[src/fekset_pkg.sv]
// shared types and constants for the fifo evicting key set
package fekset_pkg;

  localparam int KEY_W = 64;
  localparam int OCC_W = 8;
  localparam int CAP_W = 8;
  localparam int MIN_CAPACITY = 8;
  localparam logic [CAP_W-1:0] RESET_CAPACITY = 8'd96;

  typedef enum logic [1:0] {
    KIND_QUERY    = 2'd0,
    KIND_REMEMBER = 2'd1,
    KIND_CLEAR    = 2'd2,
    KIND_NONE     = 2'd3
  } kind_t;

  typedef enum logic [1:0] {
    ST_IDLE,
    ST_MATCH,
    ST_RESOLVE
  } state_t;

  typedef struct packed {
    logic shift;
    logic clear;
  } cell_ctl_t;

endpackage

[src/fekset_ctrl.sv]
// request sequencing, capacity register and occupancy count
module fekset_ctrl #(
  parameter int MAX_ENTRIES = 128
) (
  input  logic                          clk,
  input  logic                          rst,
  input  logic                          start,
  input  logic [1:0]                    kind,
  input  logic                          cfg_we,
  input  logic [fekset_pkg::CAP_W-1:0]  cfg_data,
  input  logic                          any_match,
  output logic                          busy,
  output logic                          accept,
  output fekset_pkg::cell_ctl_t         ctl,
  output logic [fekset_pkg::CAP_W-1:0]  eff_cap,
  output logic                          done,
  output logic                          hit,
  output logic [fekset_pkg::OCC_W-1:0]  occupancy
);
  import fekset_pkg::*;

  state_t state, state_next;
  kind_t kind_q;
  logic resolve;
  logic [OCC_W-1:0] count;
  logic [CAP_W-1:0] cfg_cap;

  function automatic logic [CAP_W-1:0] clamp_cap(input logic [CAP_W-1:0] v);
    logic [CAP_W-1:0] c;
    c = v;
    if (int'(v) < MIN_CAPACITY) begin
      c = CAP_W'(MIN_CAPACITY);
    end else if (int'(v) > MAX_ENTRIES) begin
      c = CAP_W'(MAX_ENTRIES);
    end
    return c;
  endfunction

  assign cfg_cap = clamp_cap(cfg_data);

  always_comb begin
    state_next = state;
    case (state)
      ST_IDLE:    state_next = accept ? ST_MATCH : ST_IDLE;
      ST_MATCH:   state_next = ST_RESOLVE;
      ST_RESOLVE: state_next = accept ? ST_MATCH : ST_IDLE;
      default:    state_next = ST_IDLE;
    endcase
  end

  always_comb begin
    busy      = (state == ST_MATCH);
    accept    = start && !busy;
    resolve   = (state == ST_RESOLVE);
    ctl.clear = resolve && (kind_q == KIND_CLEAR);
    ctl.shift = resolve && (kind_q == KIND_REMEMBER) && !any_match;
  end

  always_ff @(posedge clk) begin
    if (rst) begin
      state   <= ST_IDLE;
      eff_cap <= clamp_cap(RESET_CAPACITY);
      count   <= '0;
      done    <= 1'b0;
      hit     <= 1'b0;
    end else begin
      state <= state_next;
      done  <= resolve;
      hit   <= resolve && any_match
               && (kind_q == KIND_QUERY || kind_q == KIND_REMEMBER);
      if (cfg_we) begin
        eff_cap <= cfg_cap;
        if (count > cfg_cap) begin
          count <= cfg_cap;
        end
      end else if (ctl.clear) begin
        count <= '0;
      end else if (ctl.shift) begin
        count <= (count < eff_cap) ? OCC_W'(count + 1'b1) : eff_cap;
      end
    end
  end

  always_ff @(posedge clk) begin
    if (accept) begin
      kind_q <= kind_t'(kind);
    end
  end

  assign occupancy = count;

endmodule

[config.mk]
export PLATFORM = sky130hd
export DESIGN_NAME = fekset_ctrl
export DESIGN_NICKNAME = d
export VERILOG_FILES = /design/src/fekset_pkg.sv /design/src/fekset_ctrl.sv
export SDC_FILE = /design/constraint.sdc
export NUM_CORES = 1
export LEC_CHECK = 0
export BUFFER_PORTS_ARGS = -buffer_cell sky130_fd_sc_hd__buf_4
export CORE_MARGIN = 10
export CORE_UTILIZATION = 40
export DETAILED_ROUTE_END_ITERATION = 8
export PLACE_DENSITY_LB_ADDON = 0.05
export SYNTH_ARGS = -nofsm -noshare
export SYNTH_HDL_FRONTEND = slang
export SYNTH_SLANG_ARGS = --single-unit
export TNS_END_PERCENT = 20
[constraint.sdc]
create_clock -name clk -period 2.8 [get_ports clk]
set_input_delay 0.42 -clock clk [delete_from_list [all_inputs] [get_ports clk]]
set_output_delay 0.42 -clock clk [all_outputs]
set_load 0.01 [all_outputs]
==> Yosys cells after proc, flatten, opt, wreduce, memory -nomap -nowiden <==
Cells that the tools add are included.
{ "word_totals": {"register_bits": 22, "latch_bits": 0, "ramBits": 0, "rom_bits": 0, "inputBits": 15, "output_inout_bits": 22, "word_cells": 39, "memories": 0} }
{ "op_classes": {"add_sub_neg": 1, "multipliers": 0, "div_mod_pow": 0, "n_lt_le_gt_ge": 4, "eq_ne": 5, "n_shift": 0, "mux": 9, "bitwise": 0, "n_reduce_logical": 14} }
{ "ops": {"columns": ["operator", "count"], "rows": [
  ["8-bit 2-to-1 mux", 7],
  ["8-bit by 1-bit adder with 8-bit output (second input constant)", 1],
  ["8-bit > comparator", 1],
  ["8-bit > comparator (second input constant)", 1],
  ["8-bit by 4-bit less-than comparator with 1-bit output (second input constant)", 1],
  ["8-bit less-than comparator", 1],
  ["1-bit logical AND", 6],
  ["2-bit by 1-bit equality test with 1-bit output (second input constant)", 2],
  ["2-bit equality test (second input constant)", 2],
  ["2-bit zero test", 2],
  ["2-bit one-hot mux with 2 select lines", 1],
  ["3-bit nonzero test", 1],
  ["1-bit zero test", 2],
  ["2-bit by 1-bit != test with 1-bit output (second input constant)", 1],
  ["2-bit AND reduction", 1],
  ["2-bit OR reduction", 1],
  ["1-bit logical OR", 1],
  ["1-bit 2-to-1 mux", 1]
]} }

==> Longest topological paths before layout <==
Gate-level depths: netlist of run 1.
{ "depth": {"word_depth": 6, "depth_mapped": 12, "ltp_nobuf": 11} }

==> Worst setup path after synthesis of run 1 <==
No wires, ideal clock.
{ "synth_path": {"path_type": "input-to-reg", "startpoint": "input cfg_data[6] (netlist bit)", "endpoint": "register count[1] (netlist: occupancy[1])", "setup_time_ns": 0.134, "t_arrival_ns": 2.254, "required_time_ns": 2.666, "slack_ns": 0.412, "path_stages": 12, "path_buffers": 1, "cell_sequence": "nor4_1 nor2_1 and2_1 inv_1 ha_1 nor2b_1 o211ai_1 a21oi_1 o221a_2 buf_2 o21ai_0 a41oi_1"} }
{ "synth_between": {"elab_chain_cells": 6, "word_cells_on_any_way": 9, "cone_classes": "order compare (3); eq/ne (1); mux (4); reduce/logical (1)"} }
{ "synth_lines": {"columns": ["element", "line", "rtl"], "rows": [
  ["start: declaration", "fekset_ctrl.sv:10", "input logic [fekset_pkg::CAP_W-1:0] cfg_data,"],
  ["8-bit > comparator", "fekset_ctrl.sv:33", "end else if (int'(v) > MAX_ENTRIES) begin"],
  ["8-bit 2-to-1 mux", "fekset_ctrl.sv:33", null],
  ["8-bit 2-to-1 mux *", "fekset_ctrl.sv:31", "if (int'(v) < MIN_CAPACITY) begin"],
  ["8-bit > comparator", "fekset_ctrl.sv:73", "if (count > cfg_cap) begin"],
  ["2-bit by 1-bit != test with 1-bit output (no line)", null, null],
  ["2-bit AND reduction (no line)", null, null],
  ["end signal: assignment", "fekset_ctrl.sv:74", "count <= cfg_cap;"],
  ["end signal: assignment", "fekset_ctrl.sv:79", "count <= (count < eff_cap) ? OCC_W'(count + 1'b1) : eff_cap;"],
  ["end: declaration", "fekset_ctrl.sv:25", "logic [OCC_W-1:0] count;"]
]} }
Every way passes the cells marked *; elsewhere a longest branch is shown, timed or not. The select of a mux whose other input is x is not followed.
A chain may end at the register's enable or synchronous reset.

==> Final worst setup path of run 1 <==
{ "layout_path": {"startpoint": "input cfg_data[6] (netlist bit)", "endpoint": "register count[3] (netlist: occupancy[3])"} }
The elaborated chain is that of the path after synthesis.

==> impl_metrics.yaml, run 1 <==
status:
  status: "finished clean"
setup_path:
  reg2reg_slack_ns: 0.42
  crit_required_ns: 2.93
  arrival_ns: 2.55
  crit_fanout: 14
  critPathKind: "primary input to register"
  startpoint_type: "primary input"
  end_kind: "register"
route:
  avgViaCountPerCell: 5.56
  routed-via-count: 1434
  ant_nets: 0
  wl_per_cell_um: 17.4
  drt_pass1_iterations: 4
  routed_wl_mm: 4.48
  drc_errors: 0
  drt_iter0_markers: 88
placed_design:
  placed_cell_area_um2: 1780
  place.gp.congestion: 0.895
  portBuffers: 36
  dp_hpwl_mm: 3.56
power_and_ir_drop:
  p_leak_nw: 0.804
  powerDensity_nw_per_um2: 487
  ir_drop_v: 0.000170
grt:
  met3_usage: 0.0267
  grt_pass1_wl_mm: 7.21
  grt_max_degree: 15
  grt.total_usage: 0.139
  antenna_found_initial: 0
  use_met2: 0.241
  grt_pass1_vias: 1446
  gr-usage-met1: 0.166
  grt-ovfl-total: 0
  gr-max-usage-layer: "met2"
synth:
  ys_warn_count: 0
  syn_nets: 206
  yosysSeqAreaShare: 0.313
  syn-cell-area_um2: 1470
  ys.flop_type: "dfxtp_1"
  syn_avg_cell_area_um2: 8.39
  synth_area_leader_cell: "dfxtp_1"
  netlist_instances: 175
  synthDominantCellAreaShare: 0.273
  synth_edf_count: 2
  synthTopCellsByArea: "dfxtp_1, ha_1, o21ai_0, edfxtp_1, nand2_1"
  synth_cell_types: 45
  async_reset_ff_frac: 0
  synth_seq_cells: 22
sta:
  fin_skew_ns: 0.00240
  fin_tns_setup_ns: 0
  maxSlewHeadroom: 0.541
  period_needed_ns: 2.42
  setup_violations: 0
  worstMarginPinSlew_ns: 0.687
  timing.hold.ws_ns: 0.338
  fmax_mhz: 414
  slew_viol_final: 0
  hold_violations: 0
  fin_crit_sh: 0.863
  rsz0062_at_grt: "false"
clock_network:
  cts.sinks: 22
  cts_inserted_buffers: 3
  cts_tree: "built"
  clkLatencyLatePin_ns: 0.26
  h-tree-depth: 1
  post_cts_buffers: 0
  path_clk_slew_ns: 0.08
  cts_resized: 0
  hold_buffers: 0
  clock_path_buffers: 2
  cts_root_buffer: "clkbuf_8"
layout:
  final_common_cell: "buf_4"
  mostFrequentLayoutCells: "buf_4, dfxtp_1, ha_1"
  area_delta_synth_final_pct: 24.4
  drive_gt1_frac: 0.217
  final_cell_area_um2: 1830
  nets: 244
  antennaDiodeCount: 0
run:
  maxCapViolations: 0
floorplanning:
  design.core.area_um2: 3440
  die_area_um2: 6500
  pin_count: 37
  die-width_um: 80.6
  row_count: 21
  start_util: 0.427
  dieHeight_um: 80.6
min_path:
  min-delay-path-class: "primary input to register"
## logic make-up (layout without fill, tap and decap cells)
kind of cell	Yosys count	in the layout	synth area share
xor gates and xnor gates	6	6	0.0358
DFF	22	22	0.313
muxes	2	2	0.0136
and+or+nand+nor	64	64	0.224
buffers and inverters	20	57	0.0579
AOI/OAI and AO/OA	45	45	0.219
adders and majority gates	16	16	0.136
## power by group
group	switching, mW	internal, mW	total, mW
sequential	0.0410	0.343	0.384
clock	0.105	0.101	0.206
combinational	0.165	0.136	0.301
## flip-flops by register name, indices dropped and copies added (netlist names)
register and count:
eff_cap 8, state 2, done 1, hit 1, kind_q 2, occupancy 8
## worst max-delay path, cell delays in order
cell and delay, ns:
buf_4 0.13, nor4_1 0.39, nor2_1 0.12, and2_1 0.20
inv_1 0.06, ha_1 0.23, nor2b_1 0.13, o211ai_1 0.15
a21oi_1 0.11, o221a_2 0.36, o21ai_0 0.19, a41oi_1 0.07
## synth_stat cells (all sizes together), types with 4 or more instances
cell / n
dfxtp: 20
ha: 16
inv: 15
nand2: 15
o21ai: 14
nor2: 12
nand3: 11
a21oi: 8
o211ai: 5
nor3: 4
## final cells by class
type | count | area (um^2)
clock buffers | 4 | 45.0
fillers | 365 | 1610
inverters | 15 | 56.3
multi-input cells | 133 | 923
flip-flops and latches | 22 | 460
well taps | 46 | 57.6
repair buffers | 38 | 285
## routing by layer
metal,routed length [um],vias to the layer above
met5,0,-
met1,1990,682
li1,-,715
met2,2200,31
met3,236,6
met4,56,0
## stage by stage
stage / cells / utilization / power, mW / worst slack (ns)
3_3_place_gp: 254 / 0.518 / 0.677 / 0.148
6_report: 258 / 0.531 / 0.890 / 0.383
4_1_cts: 258 / 0.531 / 0.890 / 0.381
5_1_grt: 258 / 0.531 / 0.945 / 0.134
2_1_floorplan: 175 / - / 0.577 / 0.412
3_5_place_dp: 254 / 0.518 / 0.689 / 0.111
## worst paths after layout
kind              depth (start not counted)         start      endpoint
setup / recovery                         12   cfg_data[6]  occupancy[3]
hold reg to reg                           1      state[0]      state[0]
setup reg to reg                          6  occupancy[6]  occupancy[7]
hold / removal                            1       kind[0]     kind_q[0]
(Power assumes the default switching activity.)
==> run 2: changes to the inputs <==
- CORE_MARGIN: 10 -> 2
- clock period: 2.8 -> 2.13 ns (I/O delays scaled with it)
==> run 2 against run 1 <==
  * Sequential share of layout area shrank 3.0 points
  * Cell count rose by 8.1%
  * Combinational power up 70%
  * Highest routed layer unchanged
  * Wire length is 3.9% lower
  * Global-route usage is 7.3 points higher
  * Core utilization is 5.6 points higher
  * Total power increased by 43%
  * Sequential power grew 28%
  * Largest power group is now combinational cells
==> impl_metrics.yaml, run 2 (same netlist as run 1, synthesis figures left out) <==
setup_path:
  arrival_ns: 2.28
  reg2reg_slack_ns: 0.07
  crit_required_ns: 2.32
  critPathKind: "primary input to register"
  startpoint_type: "primary input"
  crit_fanout: 7
  end_kind: "register"
sta:
  fmax_mhz: 478
  fin_skew_ns: 0.00129
  fin_crit_sh: 0.983
  slew_viol_final: 0
  setup_violations: 0
  period_needed_ns: 2.09
  maxSlewHeadroom: 0.701
  rsz0062_at_grt: "true"
  timing.hold.ws_ns: 0.227
  hold_violations: 0
  worstMarginPinSlew_ns: 0.449
clock_network:
  clkLatencyLatePin_ns: 0.26
  cts.sinks: 22
  cts_tree: "built"
  hold_buffers: 0
  post_cts_buffers: 0
  path_clk_slew_ns: 0.08
  h-tree-depth: 1
  clock_path_buffers: 2
  cts_inserted_buffers: 3
  cts_root_buffer: "clkbuf_8"
layout:
  seq_area_um2: 470
  instances_no_fill: 279
  fillers: 345
  antennaDiodeCount: 0
  utilization: 0.587
  nets: 263
  final_common_cell: "buf_4"
  drive_gt1_frac: 0.372
  area_delta_synth_final_pct: 44.2
  multi_input_area_um2: 1050
  mostFrequentLayoutCells: "buf_4, nand2_1, dfxtp_1"
route:
  wl_per_cell_um: 15.4
  avgViaCountPerCell: 5.41
  routed_wl_mm: 4.31
  drt_pass1_iterations: 4
  ant_nets: 0
  routed-via-count: 1508
  drc_errors: 0
  drt_iter0_markers: 84
floorplanning:
  design.core.area_um2: 3610
  dieHeight_um: 64.6
  pin_count: 37
  row_count: 22
  die_area_um2: 4170
  die-width_um: 64.6
  start_util: 0.407
power_and_ir_drop:
  powerDensity_nw_per_um2: 601
  ir_drop_v: 0.000375
  p_leak_nw: 0.924
status:
  status: "finished clean"
run:
  maxCapViolations: 0
grt:
  grt_max_degree: 14
  grt.total_usage: 0.212
  grt_pass1_vias: 1463
  grt_pass1_wl_mm: 6.84
  antenna_found_initial: 0
  grt-ovfl-total: 0
min_path:
  min-delay-path-class: "primary input to register"
placed_design:
  place.gp.congestion: 0.814
  dp_hpwl_mm: 3.35
  portBuffers: 36
  dp_cells: 274
[run 2: changes by cell type in the layout (fill, tap and decap cells not counted), moves of 2 or more]
cell	change
buf_4	+16
dfxtp_1	-6
dfxtp_2	+5
ha_1	-4
ha_4	+3
o21ai_0	-8
o21ai_1	+8
o221a_4	+2
or2_4	+2
[run 2: repair_timing]
| item | 4_1_cts | 5_1_grt |
|---|---|---|
| hold endpoints to repair | 0 | 0 |
| pin swaps | 3 | 11 |
| gates resized for setup | 3 | 18 |
| gates cloned | 0 | 1 |
| setup endpoints to repair | 2 | 8 |
[run 2: critical path, stage by stage]
cell and delay [ns]:
buf_8 0.10, nor4_4 0.30, nor2_2 0.10, and2_4 0.16
inv_4 0.05, ha_4 0.19, nor2b_4 0.12, o211ai_1 0.22
a21oi_2 0.13, o221a_4 0.30, buf_4 0.15, a31oi_1 0.14
[run 2: power by group]
group / internal [mW] / switching, mW / total (mW)
clock network: 0.129 / 0.140 / 0.269
registers: 0.453 / 0.0392 / 0.492
logic: 0.248 / 0.264 / 0.512
[run 2: metrics by stage]
stage	TNS, ns	setup WS, ns	area (um^2)	total power [mW]
2_1_floorplan	-0.00260	-0.00153	1530	0.780
3_3_place_gp	-1.30	-0.194	1980	0.951
3_5_place_dp	-2.02	-0.283	1980	0.967
4_1_cts	-0.00364	-0.00364	2030	1.24
5_1_grt	-0.138	-0.0505	2120	1.35
6_report	0	0.0361	2120	1.27
[run 2: layer usage]
| metal | vias up | routed length, um | global-route usage |
|---|---|---|---|
| li1 | 756 | - | - |
| met1 | 699 | 2020 | 0.278 |
| met2 | 47 | 2030 | 0.345 |
| met3 | 6 | 189 | 0.0399 |
| met4 | 0 | 61 | 0.0824 |
| met5 | - | 0 | 0 |
[run 2: final timing paths]
| kind | start | endpoint | cells past startpoint |
|---|---|---|---|
| max | cfg_data[5] | occupancy[2] | 12 |
| min | kind[0] | kind_q[0] | 1 |
| max reg2reg | occupancy[6] | occupancy[2] | 7 |
| min reg2reg | state[0] | state[0] | 1 |
[run 2: area by class of cell]
class | count | area share
repair buffers | 56 | 0.204
inverters | 15 | 0.0278
clock buffers | 3 | 0.0195
multi-input cells | 134 | 0.497
flip-flops and latches | 22 | 0.222
clock inverters | 1 | 0.00177
well taps | 48 | 0.0284
