**src/fekset_pkg.sv**
```systemverilog
// shared types and constants for the fifo evicting key set
package fekset_pkg;

  localparam int KEY_W = 64;
  localparam int OCC_W = 8;
  localparam int CAP_W = 8;
  localparam int MIN_CAPACITY = 8;
  localparam logic [CAP_W-1:0] RESET_CAPACITY = 8'd96;

  typedef enum logic [1:0] {
    KIND_QUERY    = 2'd0,
    KIND_REMEMBER = 2'd1,
    KIND_CLEAR    = 2'd2,
    KIND_NONE     = 2'd3
  } kind_t;

  typedef enum logic [1:0] {
    ST_IDLE,
    ST_MATCH,
    ST_RESOLVE
  } state_t;

  typedef struct packed {
    logic shift;
    logic clear;
  } cell_ctl_t;

endpackage

```
**src/fekset_cell.sv**
```systemverilog
// one slot of the key chain: held key, valid flag and registered match
module fekset_cell #(
  parameter int INDEX = 0
) (
  input  logic                          clk,
  input  logic                          rst,
  input  fekset_pkg::cell_ctl_t         ctl,
  input  logic [fekset_pkg::CAP_W-1:0]  eff_cap,
  input  logic [fekset_pkg::KEY_W-1:0]  item_key,
  input  logic [fekset_pkg::KEY_W-1:0]  prev_key,
  input  logic                          prev_valid,
  output logic [fekset_pkg::KEY_W-1:0]  key_q,
  output logic                          valid_q,
  output logic                          match
);
  import fekset_pkg::*;

  logic in_limit;

  assign in_limit = INDEX < int'(eff_cap);

  always_ff @(posedge clk) begin
    if (rst) begin
      valid_q <= 1'b0;
      match   <= 1'b0;
    end else begin
      match <= valid_q && in_limit && (key_q == item_key);
      if (ctl.clear) begin
        valid_q <= 1'b0;
      end else if (ctl.shift) begin
        valid_q <= prev_valid && in_limit;
      end else begin
        valid_q <= valid_q && in_limit;
      end
    end
  end

  always_ff @(posedge clk) begin
    if (ctl.shift) begin
      key_q <= prev_key;
    end
  end

endmodule

```
**config.mk**
```make
export PLATFORM = sky130hd
export DESIGN_NAME = fekset_cell
export DESIGN_NICKNAME = d
export VERILOG_FILES = /design/src/fekset_pkg.sv /design/src/fekset_cell.sv
export SDC_FILE = /design/constraint.sdc
export NUM_CORES = 1
export LEC_CHECK = 0
export BUFFER_PORTS_ARGS = -buffer_cell sky130_fd_sc_hd__clkbuf_2
export CAP_MARGIN = 5
export CORE_MARGIN = 10
export CORE_UTILIZATION = 31
export DETAILED_ROUTE_END_ITERATION = 10
export GPL_TIMING_DRIVEN = 0
export RECOVER_POWER = 100
export SYNTH_ARGS = -nofsm -noshare
export SYNTH_HDL_FRONTEND = slang
export SYNTH_SLANG_ARGS = --single-unit
```
**constraint.sdc**
```tcl
create_clock -name clk -period 2.2 [get_ports clk]
set_clock_uncertainty 0.15 [all_clocks]
set_input_delay 0.22 -clock clk [delete_from_list [all_inputs] [get_ports clk]]
set_output_delay 0.22 -clock clk [all_outputs]
set_load 0.03 [all_outputs]
```
After elaboration in Yosys (flattened, before gate mapping)

Index checks and enable logic that the tools add are counted.
W data, S select, Z words.

Register bits after elaboration: 66

Magnitude comparators: 1
Eq/ne operators: 1
Muxes and demuxes: 1
Reductions and logical operators: 4

Operator list:

| operator             | count |
|---|---|
| $eq A64 B64 Y1       | 1 |
| $lt A1 B8 Y1 const A | 1 |
| $logic_and A1 B1 Y1  | 3 |
| $reduce_or A2 Y1     | 1 |
| $mux W1              | 1 |

Logic depth before layout (Yosys ltp)

Gate-level depths: netlist (run 1).

Depth in word-level cells: 3
Gate-level depth with buffers: 5

Worst setup path before layout (run 1)

No wires, ideal clock.

Path type: register to register
Start point: register key_q[48] in the netlist's numbering
End point: register match
Arrival time: 1529 ps
Data required time: 1989 ps
Path slack: 460 ps
Stages on the path, launching flop included: 6
Buffers on the path: 0
Clock period less this slack: 1740 ps
Cell sequence: edfxtp_1 -> inv_2 -> o22ai_1 -> or4_1 -> nor3_1 -> and4_1

Longest elaborated chain between the ends: 2

Ends and longest elaborated chain:

| item                   | line              | source |
|---|---|---|
| from (decl)            | fekset_cell.sv:12 | `output logic [fekset_pkg::KEY_W-1:0] key_q,` |
| from (signal assigned) | fekset_cell.sv:40 | `key_q <= prev_key;` |
| $eq A64 B64 Y1         | fekset_cell.sv:27 | `match <= valid_q && in_limit && (key_q == item_key);` |
| $logic_and A1 B1 Y1    | fekset_cell.sv:27 |  |
| to (signal assigned)   | fekset_cell.sv:27 |  |
| to (decl)              | fekset_cell.sv:14 | `output logic match` |

No other way between the ends.
A chain may end at the register's enable or synchronous reset.

Final worst setup path (run 1)

Start point: register key_q[39] in the netlist's numbering
End point: register match

The elaborated chain is that of the path after synthesis.

==> results of run 1 <==
-- cells by family after synthesis --
kind of cell    synth area share, %
buf+inv                       1.906
xor+xnor                      15.89
flops                         71.18
simple gates                  6.628
mux                          0.3632
compound gates                4.040
-- state kept, by name, indices dropped and copies added (netlist names) --
| signal | flops |
|---|---|
| valid_q | 1 |
| match | 1 |
| key_q | 64 |
-- final cells by class --
cell class	instances	area, um^2
inverters	14	52.55
flip-flops and latches	66	1962
multi-input cells	94	742.0
clock buffers	10	127.6
repair buffers	271	1598
well taps	108	135.1
fillers	787	4040
clock inverters	4	21.27
-- metal layers --
layer  routed length, um  up-vias  track usage, %
met5                   0        -               0
met4                  73        0           3.091
met3                1156        6           8.281
met2                5007      116           25.97
met1                3268     1091           13.63
li1                    -     1217               -
-- final timing paths --
path	end
setup / recovery	match$_SDFF_PP0_
hold / removal	valid_q$_SDFF_PP0_
setup reg to reg	match$_SDFF_PP0_
hold reg to reg	valid_q$_SDFF_PP0_
-- power groups by stage --
stage	Clock, mW	Combinational (mW)	Sequential (mW)
detailed placement	0	0.591	1.59
global placement	0	0.585	1.58
CTS	0.855	0.686	1.56
finish	0.816	0.655	1.56
global route	0.908	0.710	1.57
floorplan	0	0.121	1.77
-- Yosys cell counts (all sizes together) --
cell type  number  share of area [%]
a221oi          2               0.64
nor4           10                2.3
nand2           1               0.14
xor2           28                8.9
edfxtp         64                 70
and4            2               0.64
a22o            2               0.64
clkinv          1               0.14
a21oi           2               0.36
o22ai           3               0.68
xnor2          22                7.0
nor2b           3               0.68
nor3            1               0.18
nand2b          1               0.23
dfxtp           2                1.5
inv            13                1.8
nand4           7                1.6
mux2i           1               0.36
a2111oi         1               0.54
nor2            1               0.14
or4             1               0.27
nor3b           1               0.27
and3            1               0.23
o221ai          2               0.64
a22oi           2               0.54
-- tightest hold or removal path: cells and delay by family --
| family | cells | cell delay (ns) |
|---|---|---|
| AND/OR/NAND/NOR | 1 | 0.12 |
| buffers and inverters | 1 | 0.08 |
| AO/OA/AOI/OAI | 1 | 0.04 |
-- what timing repair did --
| action | CTS | global route |
|---|---|---|
| hold endpoints to repair | 65 | 0 |
| hold buffers | 65 | 0 |
| gates resized for setup | 0 | 0 |
-- through the flow --
step	instance area [um^2]	setup slack [ns]	util, %
3_5_place_dp	3925	0.3492	45.23
4_1_cts	4725	0.3232	54.44
3_3_place_gp	3923	0.1025	45.20
2_1_floorplan	2756	0.4598	-
5_1_grt	4638	0.1594	53.45
6_report	4638	0.4158	53.45
==> flow_metrics.tcl, run 1 <==
set metrics [dict create \
    fin_crit_sh_pct 81.10 \
    ir_worst_vdd_mv 0.3712 \
    grt_pass1_vias 2870 \
    crit_family "simple AND/OR/NAND/NOR gates" \
    post-cts-setup-buffers 0 \
    grt_usage_pct 14.31 \
    p_comb_share_pct 21.6 \
    pin_count 207 \
    cts_buffers 9 \
    ff2ff_path_depth 5 \
    setup_tns_ns 0 \
    clkPwrFrac_pct 26.9 \
    pwr_density_cell_nw_per_um2 653.5 \
    post-route-min-period_ns 1.784 \
    hold_depth 3 \
    avgSynthCellArea_um2 15.84 \
    tritoncts "built" \
    slew-limit-headroom_pct -10.38 \
    grt_max_degree 66 \
    ys_seq_elements 66 \
    end_kind "flip-flop" \
    leakage_nw 1.947 \
    die_area_um2 13060 \
    max_stage_delay_ns 0.43 \
    port-buffer-count 206 \
    outcome "finished with violations" \
    drive_gt1_share_pct 33.33 \
    antenna_found_initial 0 \
    worstPathArrival_ns 1.90 \
    drt_wl_total_um 9504 \
    cts_max_level 3 \
    rsz0062_at_grt "no" \
    crit_buf_inv 0 \
    cts_root_buffer "clkbuf_8" \
    syn2layout_area_growth_pct 68.27 \
    wl_per_cell_um 16.76 \
    die_h_um 114.3 \
    grt-ovfl-total 0 \
    antennaDiodeCount 0 \
    slowest_stage "nor4_1" \
    hold_path.class "in -> reg" \
    sw_frac_of_total_pct 28.64 \
    place_hpwl_um 7411 \
    crit_path_start "key_q[39]$_DFFE_PP_" \
    clk_pin_slew_ns 0.07 \
    layout_common_cells "clkbuf_2 (139), clkbuf_1 (68), dlygate4sd3_1 (65)" \
    num-nets-final 597 \
    cap_violations 1 \
    max_freq_mhz 560.5 \
    worstSkewPairLatency_ns 0.33 \
    reg2reg_slack_ns 0.42 \
    coreArea_um2 8678 \
    power.total_mw 3.031 \
    routed_via_density 4.286 \
    crit_type "reg -> reg" \
    p_switching_mw 0.8681 \
    rows 34 \
    place.gp.congestion 0.7537 \
    ant_nets 0 \
    ys_warn_count 0 \
    grt_pass1_wl_um 14770 \
    cp_data_required_time_ns 2.31 \
    syn_nets 315 \
    yosysSeqAreaShare_pct 71.18 \
    cts_sinks 66 \
    path_cells "xor2_1 -> nor4_1 -> nand4_1 -> nor3_1 -> and4_1" \
    failed_checks "max-capacitance violations, max-slew violations" \
    hp-start "rst" \
    r2r_start "key_q[39]$_DFFE_PP_" \
    num_vias 2430 \
    dr.pass1.iters 5 \
    tightestPinTransition_ns 1.656 \
    final_max_slew_viol_count 66 \
    drt_iter0_drc 94 \
    cp.depth 5 \
    setup_viol 0 \
    layout_commonest_cell "clkbuf_2" \
    start_util_pct 31.76 \
    p_seq_share_pct 51.5 \
    intPower_mw 2.163 \
    synth_area_um2 2756 \
    syn_inst 174 \
    drcViolationCount 0 \
    worst_setup_path_start_kind "flip-flop" \
    clk_path_buf_depth 2 \
    critPathMaxFanout 2 \
    synth.distinct_cells 26 \
    die_w_um 114.3 \
    finalHoldViolCount 0 \
    dp_cells 488 \
    instances_no_fill 567 \
    hold_slack_ns 0.04384 \
]
Power figures use the tool's default switching activity.
==> run 2, diff against run 1 <==
--- a/config.mk
+++ b/config.mk
@@ -11,6 +11,7 @@
 export CORE_UTILIZATION = 31
 export DETAILED_ROUTE_END_ITERATION = 10
 export GPL_TIMING_DRIVEN = 0
+export PLACE_DENSITY = 0.67
 export RECOVER_POWER = 100
 export SYNTH_ARGS = -nofsm -noshare
 export SYNTH_HDL_FRONTEND = slang
==> constraint.sdc (replaced) <==
create_clock -name clk -period 1.6 [get_ports clk]
set_clock_uncertainty 0.15 [all_clocks]
set_input_delay 0.16 -clock clk [delete_from_list [all_inputs] [get_ports clk]]
set_output_delay 0.16 -clock clk [all_outputs]
set_load 0.03 [all_outputs]
==> run 2 against run 1 <==
Compared with the run above: the run ends with negative setup slack left; cell count rose by 0.71%; combinational power grew 42%; via count up 3.5%; non-clock buffer count rose by 4; die area did not move; sequential power increased by 37%; critical endpoint unchanged; largest cell class unchanged; largest power group unchanged; highest routed layer unchanged.
==> flow_metrics.tcl, run 2 (synthesis results as in run 1) <==
set metrics [dict create \
    coreArea_um2 8678 \
    p_seq_share_pct 49.2 \
    die_area_um2 13060 \
    tightestPinTransition_ns 0.9157 \
    p_comb_share_pct 21.3 \
    critPathMaxFanout 2 \
    pin_count 207 \
    crit_type "reg -> reg" \
    cap_violations 0 \
    final_max_slew_viol_count 0 \
    drt_iter0_drc 92 \
    grt_pass1_vias 2889 \
    slew-limit-headroom_pct 38.96 \
    drcViolationCount 0 \
    layout_common_cells "clkbuf_2 (139), clkbuf_1 (67), dlygate4sd3_1 (67)" \
    cp_data_required_time_ns 1.73 \
    antenna_found_initial 0 \
    drt_wl_total_um 9949 \
    cts_buffers 9 \
    hold_path.class "in -> reg" \
    worstSkewPairLatency_ns 0.34 \
    num-nets-final 601 \
    hold_slack_ns 0.1321 \
    grt_pass1_wl_um 15040 \
    outcome "finished with violations" \
    worst_setup_path_start_kind "flip-flop" \
    num_vias 2514 \
    die_w_um 114.3 \
    tritoncts "built" \
    die_h_um 114.3 \
    fillCellCount 776 \
    port-buffer-count 206 \
    clk_pin_slew_ns 0.07 \
    sw_frac_of_total_pct 27.87 \
    pwr_density_cell_nw_per_um2 919.5 \
    wl_per_cell_um 17.42 \
    cts_root_buffer "clkbuf_8" \
    power.total_mw 4.355 \
    clk_path_buf_depth 2 \
    top_register "key_q" \
    intPower_mw 3.141 \
    layout_commonest_cell "clkbuf_2" \
    fin_crit_sh_pct 108.2 \
    clkPwrFrac_pct 29.5 \
    syn2layout_area_growth_pct 71.81 \
    cts_max_level 3 \
    p_switching_mw 1.214 \
    setup_viol 1 \
    max_freq_mhz 577.6 \
    worstPathArrival_ns 1.87 \
    ant_nets 0 \
    antennaDiodeCount 0 \
    largest_register_ff_count 64 \
    rows 34 \
    reg2reg_slack_ns -0.13 \
    cts_sinks 66 \
    fin_ws_ns -0.1313 \
    ir_worst_vdd_mv 0.4916 \
    place.gp.congestion 0.7705 \
    place_hpwl_um 7608 \
    routed_via_density 4.403 \
    grt-ovfl-total 0 \
    post-route-min-period_ns 1.731 \
    leakage_nw 1.993 \
    failed_checks "negative setup slack" \
    largestRegisters "key_q x64, match x1, valid_q x1" \
    grt_usage_pct 14.81 \
    start_util_pct 31.76 \
    dr.pass1.iters 4 \
    end_kind "flip-flop" \
    drive_gt1_share_pct 34.77 \
    finalHoldViolCount 0 \
    rsz0062_at_grt "yes" \
    grt_max_degree 66 \
]
[run 2: cell types whose count changed in the layout (fill, tap and decap cells not counted), sizes merged]
cell	previous run	this run
clkbuf	216	217
dlygate4sd3	65	67
clkinv	4	3
buf	0	1
bufinv	0	1
[run 2: power by group through the flow]
stage | registers, mW | logic [mW] | clock network (mW)
final | 2.14 | 0.929 | 1.28
after detailed placement | 2.18 | 0.819 | 0
after CTS | 2.14 | 0.967 | 1.33
after floorplan | 2.43 | 0.166 | 0
after global placement | 2.17 | 0.810 | 0
after global routing | 2.16 | 1.00 | 1.40
[run 2: area by class of cell]
| cell class | instances | area (um^2) | share of cell area [%] |
|---|---|---|---|
| Inverter | 14 | 52.55 | 1.110 |
| Sequential cell | 66 | 1962 | 41.43 |
| Timing Repair Buffer | 275 | 1637 | 34.56 |
| Clock buffer | 10 | 127.6 | 2.695 |
| Multi-Input combinational cell | 94 | 777.0 | 16.41 |
| Tap cell | 108 | 135.1 | 2.853 |
| Clock inverter | 4 | 45.04 | 0.9511 |
[run 2: worst paths after layout]
path                                          start            endpoint  cells after the start
worst max-delay path            key_q[63]$_DFFE_PP_    match$_SDFF_PP0_                      4
worst min-delay path                   item_key[47]    match$_SDFF_PP0_                      5
worst max register to register  key_q[63]$_DFFE_PP_    match$_SDFF_PP0_                      4
worst min register to register   valid_q$_SDFF_PP0_  valid_q$_SDFF_PP0_                      2
[run 2: critical path: stages (launching register included)]
cell and delay (ns):
edfxtp_1 0.40, xor2_1 0.16, or4_4 0.58, nor3_4 0.21
and4_1 0.19
[run 2: through the flow]
stage	util, %	instances	instance area [um^2]	setup WS (ns)	TNS, ns
CTS	55.45	571	4812	-0.1598	-0.1598
global placement	45.20	488	3923	-0.3668	-19.40
finish	54.57	571	4736	-0.1313	-0.1313
floorplan	-	174	2756	-0.08774	-0.08774
detailed placement	45.23	488	3925	-0.2599	-0.2599
global route	54.57	571	4736	-0.2191	-0.2191
[run 2: layer usage]
metal | track usage, % | up-vias | share of wire, %
li1 | - | 1223 | -
met1 | 14.13 | 1149 | 35
met2 | 25.70 | 129 | 51
met3 | 8.857 | 13 | 12
met4 | 5.263 | 0 | 1.7
met5 | 0 | - | 0
[run 2: what timing repair did]
item,4_1_cts,5_1_grt
gates resized for setup,6,1
gates cloned,0,0
endpoints found under the hold margin,65,0
endpoints found under the setup margin,1,1
pin swaps,4,1
setup buffers,2,0
hold buffers,67,0
==> run 3, diff against run 2 <==
--- a/config.mk
+++ b/config.mk
@@ -10,7 +10,6 @@
 export CORE_MARGIN = 10
 export CORE_UTILIZATION = 31
 export DETAILED_ROUTE_END_ITERATION = 10
-export GPL_TIMING_DRIVEN = 0
 export PLACE_DENSITY = 0.67
 export RECOVER_POWER = 100
 export SYNTH_ARGS = -nofsm -noshare
==> run 3 against run 2 <==
Compared with the run above: the flow still finishes with violations (negative setup slack); worst hold slack gained 0.046 ns; utilization grew 1.5 points; combinational power grew 5.1%; global-route usage rose by 0.67 points; cell count rose by 3.2%; via count rose by 3.0%; clock-buffer cell count unchanged; first-iteration DRC count decreased by 28%; sequential share of layout area down 1.1 points; critical path type unchanged; largest cell class unchanged; largest power group unchanged; highest routed layer unchanged.
==> flow_metrics.tcl, run 3 (synthesis results as in run 1) <==
set metrics [dict create \
    coreArea_um2 8678 \
    cap_violations 0 \
    fin_crit_sh_pct 109.1 \
    slowest_stage "or4_4" \
    grt_max_degree 66 \
    port-buffer-count 206 \
    pin_count 207 \
    intPower_mw 3.176 \
    dr_wl_met3_um 1201 \
    r2r_start "key_q[48]$_DFFE_PP_" \
    ff_latch_area_um2 1962 \
    critPathMaxFanout 2 \
    layout_common_cells "clkbuf_2 (142), dlygate4sd3_1 (66), clkbuf_1 (65)" \
    start_util_pct 31.76 \
    path_cells "inv_2 -> o22ai_1 -> or4_4 -> nor3_4 -> and4_1" \
    syn2layout_area_growth_pct 76.62 \
    die_area_um2 13060 \
    clkPwrFrac_pct 29.4 \
    dr.pass1.iters 4 \
    drcViolationCount 0 \
    ant_nets 0 \
    top_register "key_q" \
    wl_per_cell_um 17.55 \
    failed_checks "negative setup slack" \
    post-route-min-period_ns 1.746 \
    hp-start "ctl[1]" \
    clk_pin_slew_ns 0.07 \
    hold_path.class "in -> reg" \
    cts_max_level 3 \
    wl_met1_um 3544 \
    clk_path_buf_depth 2 \
    crit_buf_inv 1 \
    antenna_found_initial 1 \
    crit_family "simple AND/OR/NAND/NOR gates" \
    finalHoldViolCount 0 \
    fin_ws_ns -0.1461 \
    pwr_density_cell_nw_per_um2 906.3 \
    drive_gt1_share_pct 37.29 \
    setup_viol 1 \
    drt_wl_total_um 10340 \
    rows 34 \
    end_kind "flip-flop" \
    cp_data_required_time_ns 1.72 \
    power.total_mw 4.412 \
    crit_type "reg -> reg" \
    leakage_nw 2.088 \
    wl_met2_um 5321 \
    tightestPinTransition_ns 0.4163 \
    place_hpwl_um 7796 \
    p_comb_share_pct 22.1 \
    num-nets-final 617 \
    cts_buffers 9 \
    slew-limit-headroom_pct 72.36 \
    worstSkewPairLatency_ns 0.34 \
    tritoncts "built" \
    p_seq_share_pct 48.5 \
    fillCellCount 754 \
    largestRegisters "key_q x64, match x1, valid_q x1" \
    outcome "finished with violations" \
    drt_iter0_drc 66 \
    place.gp.congestion 0.7717 \
    max_freq_mhz 572.7 \
    grt_usage_pct 15.48 \
    worst_setup_path_start_kind "flip-flop" \
    die_h_um 114.3 \
    routed_via_density 4.396 \
    multi_input_area_um2 775.7 \
    layout_commonest_cell "clkbuf_2" \
    grt_pass1_wl_um 15610 \
    p_switching_mw 1.236 \
    grt_pass1_vias 3008 \
    crit_path_start "key_q[48]$_DFFE_PP_" \
    cts_sinks 66 \
    sw_frac_of_total_pct 28.01 \
    pre_cts_slack_ns -0.3034 \
    maxUsedRoutingLayer "met4" \
    cts_root_buffer "clkbuf_8" \
    grt-ovfl-total 0 \
    ir_worst_vdd_mv 0.5770 \
    max_stage_delay_ns 0.57 \
    rsz0062_at_grt "yes" \
    die_w_um 114.3 \
    num_vias 2589 \
    worstPathArrival_ns 1.86 \
    final_max_slew_viol_count 0 \
    largest_register_ff_count 64 \
]
## run 3: cell types whose count changed in the layout (fill, tap and decap cells not counted), sizes merged
cell         previous run  this run
buf                     1        12
clkbuf                217       223
clkinv                  3         5
clkinvlp                1         0
diode                   0         1
dlygate4sd3            67        66
## run 3: final cells by class
class,instances,share of cell area [%]
antenna,1,0.05140
clock buffer,10,2.621
clock inverter,5,0.9509
inverter,14,1.079
multi-input combinational,94,15.93
sequential,66,40.30
tap,108,2.776
timing repair buffer,291,36.29
## run 3: power by group through the flow
stage          clock network [mW]  registers [mW]  logic, mW
6_report                     1.30            2.14      0.976
4_1_cts                      1.35            2.14       1.01
2_1_floorplan                   0            2.43      0.166
5_1_grt                      1.41            2.16       1.05
3_3_place_gp                    0            2.17      0.864
3_5_place_dp                    0            2.18      0.871
## run 3: final timing paths
check	endpoint	slack [ns]	cells after the start
hold reg to reg	match$_SDFF_PP0_	0.58	3
setup reg to reg	match$_SDFF_PP0_	-0.15	5
hold / removal	key_q[21]$_DFFE_PP_	0.18	2
setup / recovery	match$_SDFF_PP0_	-0.15	5
## run 3: per-stage QoR
| stage | instances | setup TNS [ns] | area (um^2) | hold WS [ns] | util (%) |
|---|---|---|---|---|---|
| detailed placement | 506 | -0.3034 | 4070 | 0.1811 | 46.90 |
| floorplan | 174 | -0.08774 | 2756 | 0.08615 | - |
| global placement | 506 | -0.2541 | 4070 | 0.1774 | 46.90 |
| global route | 589 | -0.2441 | 4868 | 0.1983 | 56.10 |
| CTS | 588 | -0.1828 | 4933 | 0.1678 | 56.85 |
| finish | 589 | -0.1461 | 4868 | 0.1776 | 56.10 |
## run 3: repair_timing
item | in CTS | in global routing
hold endpoints to repair | 65 | 0
hold buffers | 66 | 0
pin swaps | 7 | 0
setup buffers | 1 | 0
gates resized for setup | 4 | 2
setup endpoints to repair | 1 | 1
## run 3: layer usage
layer / vias up / GRT usage (%)
li1: 1258 / -
met1: 1173 / 14.21
met2: 139 / 27.75
met3: 19 / 7.966
met4: 0 / 7.101
met5: - / 0
## run 3: worst register-to-register path, stage by stage, from the launching register on
cell and delay (ns):
edfxtp_1 0.40, inv_2 0.07, o22ai_1 0.07, or4_4 0.57
nor3_4 0.22, and4_1 0.20
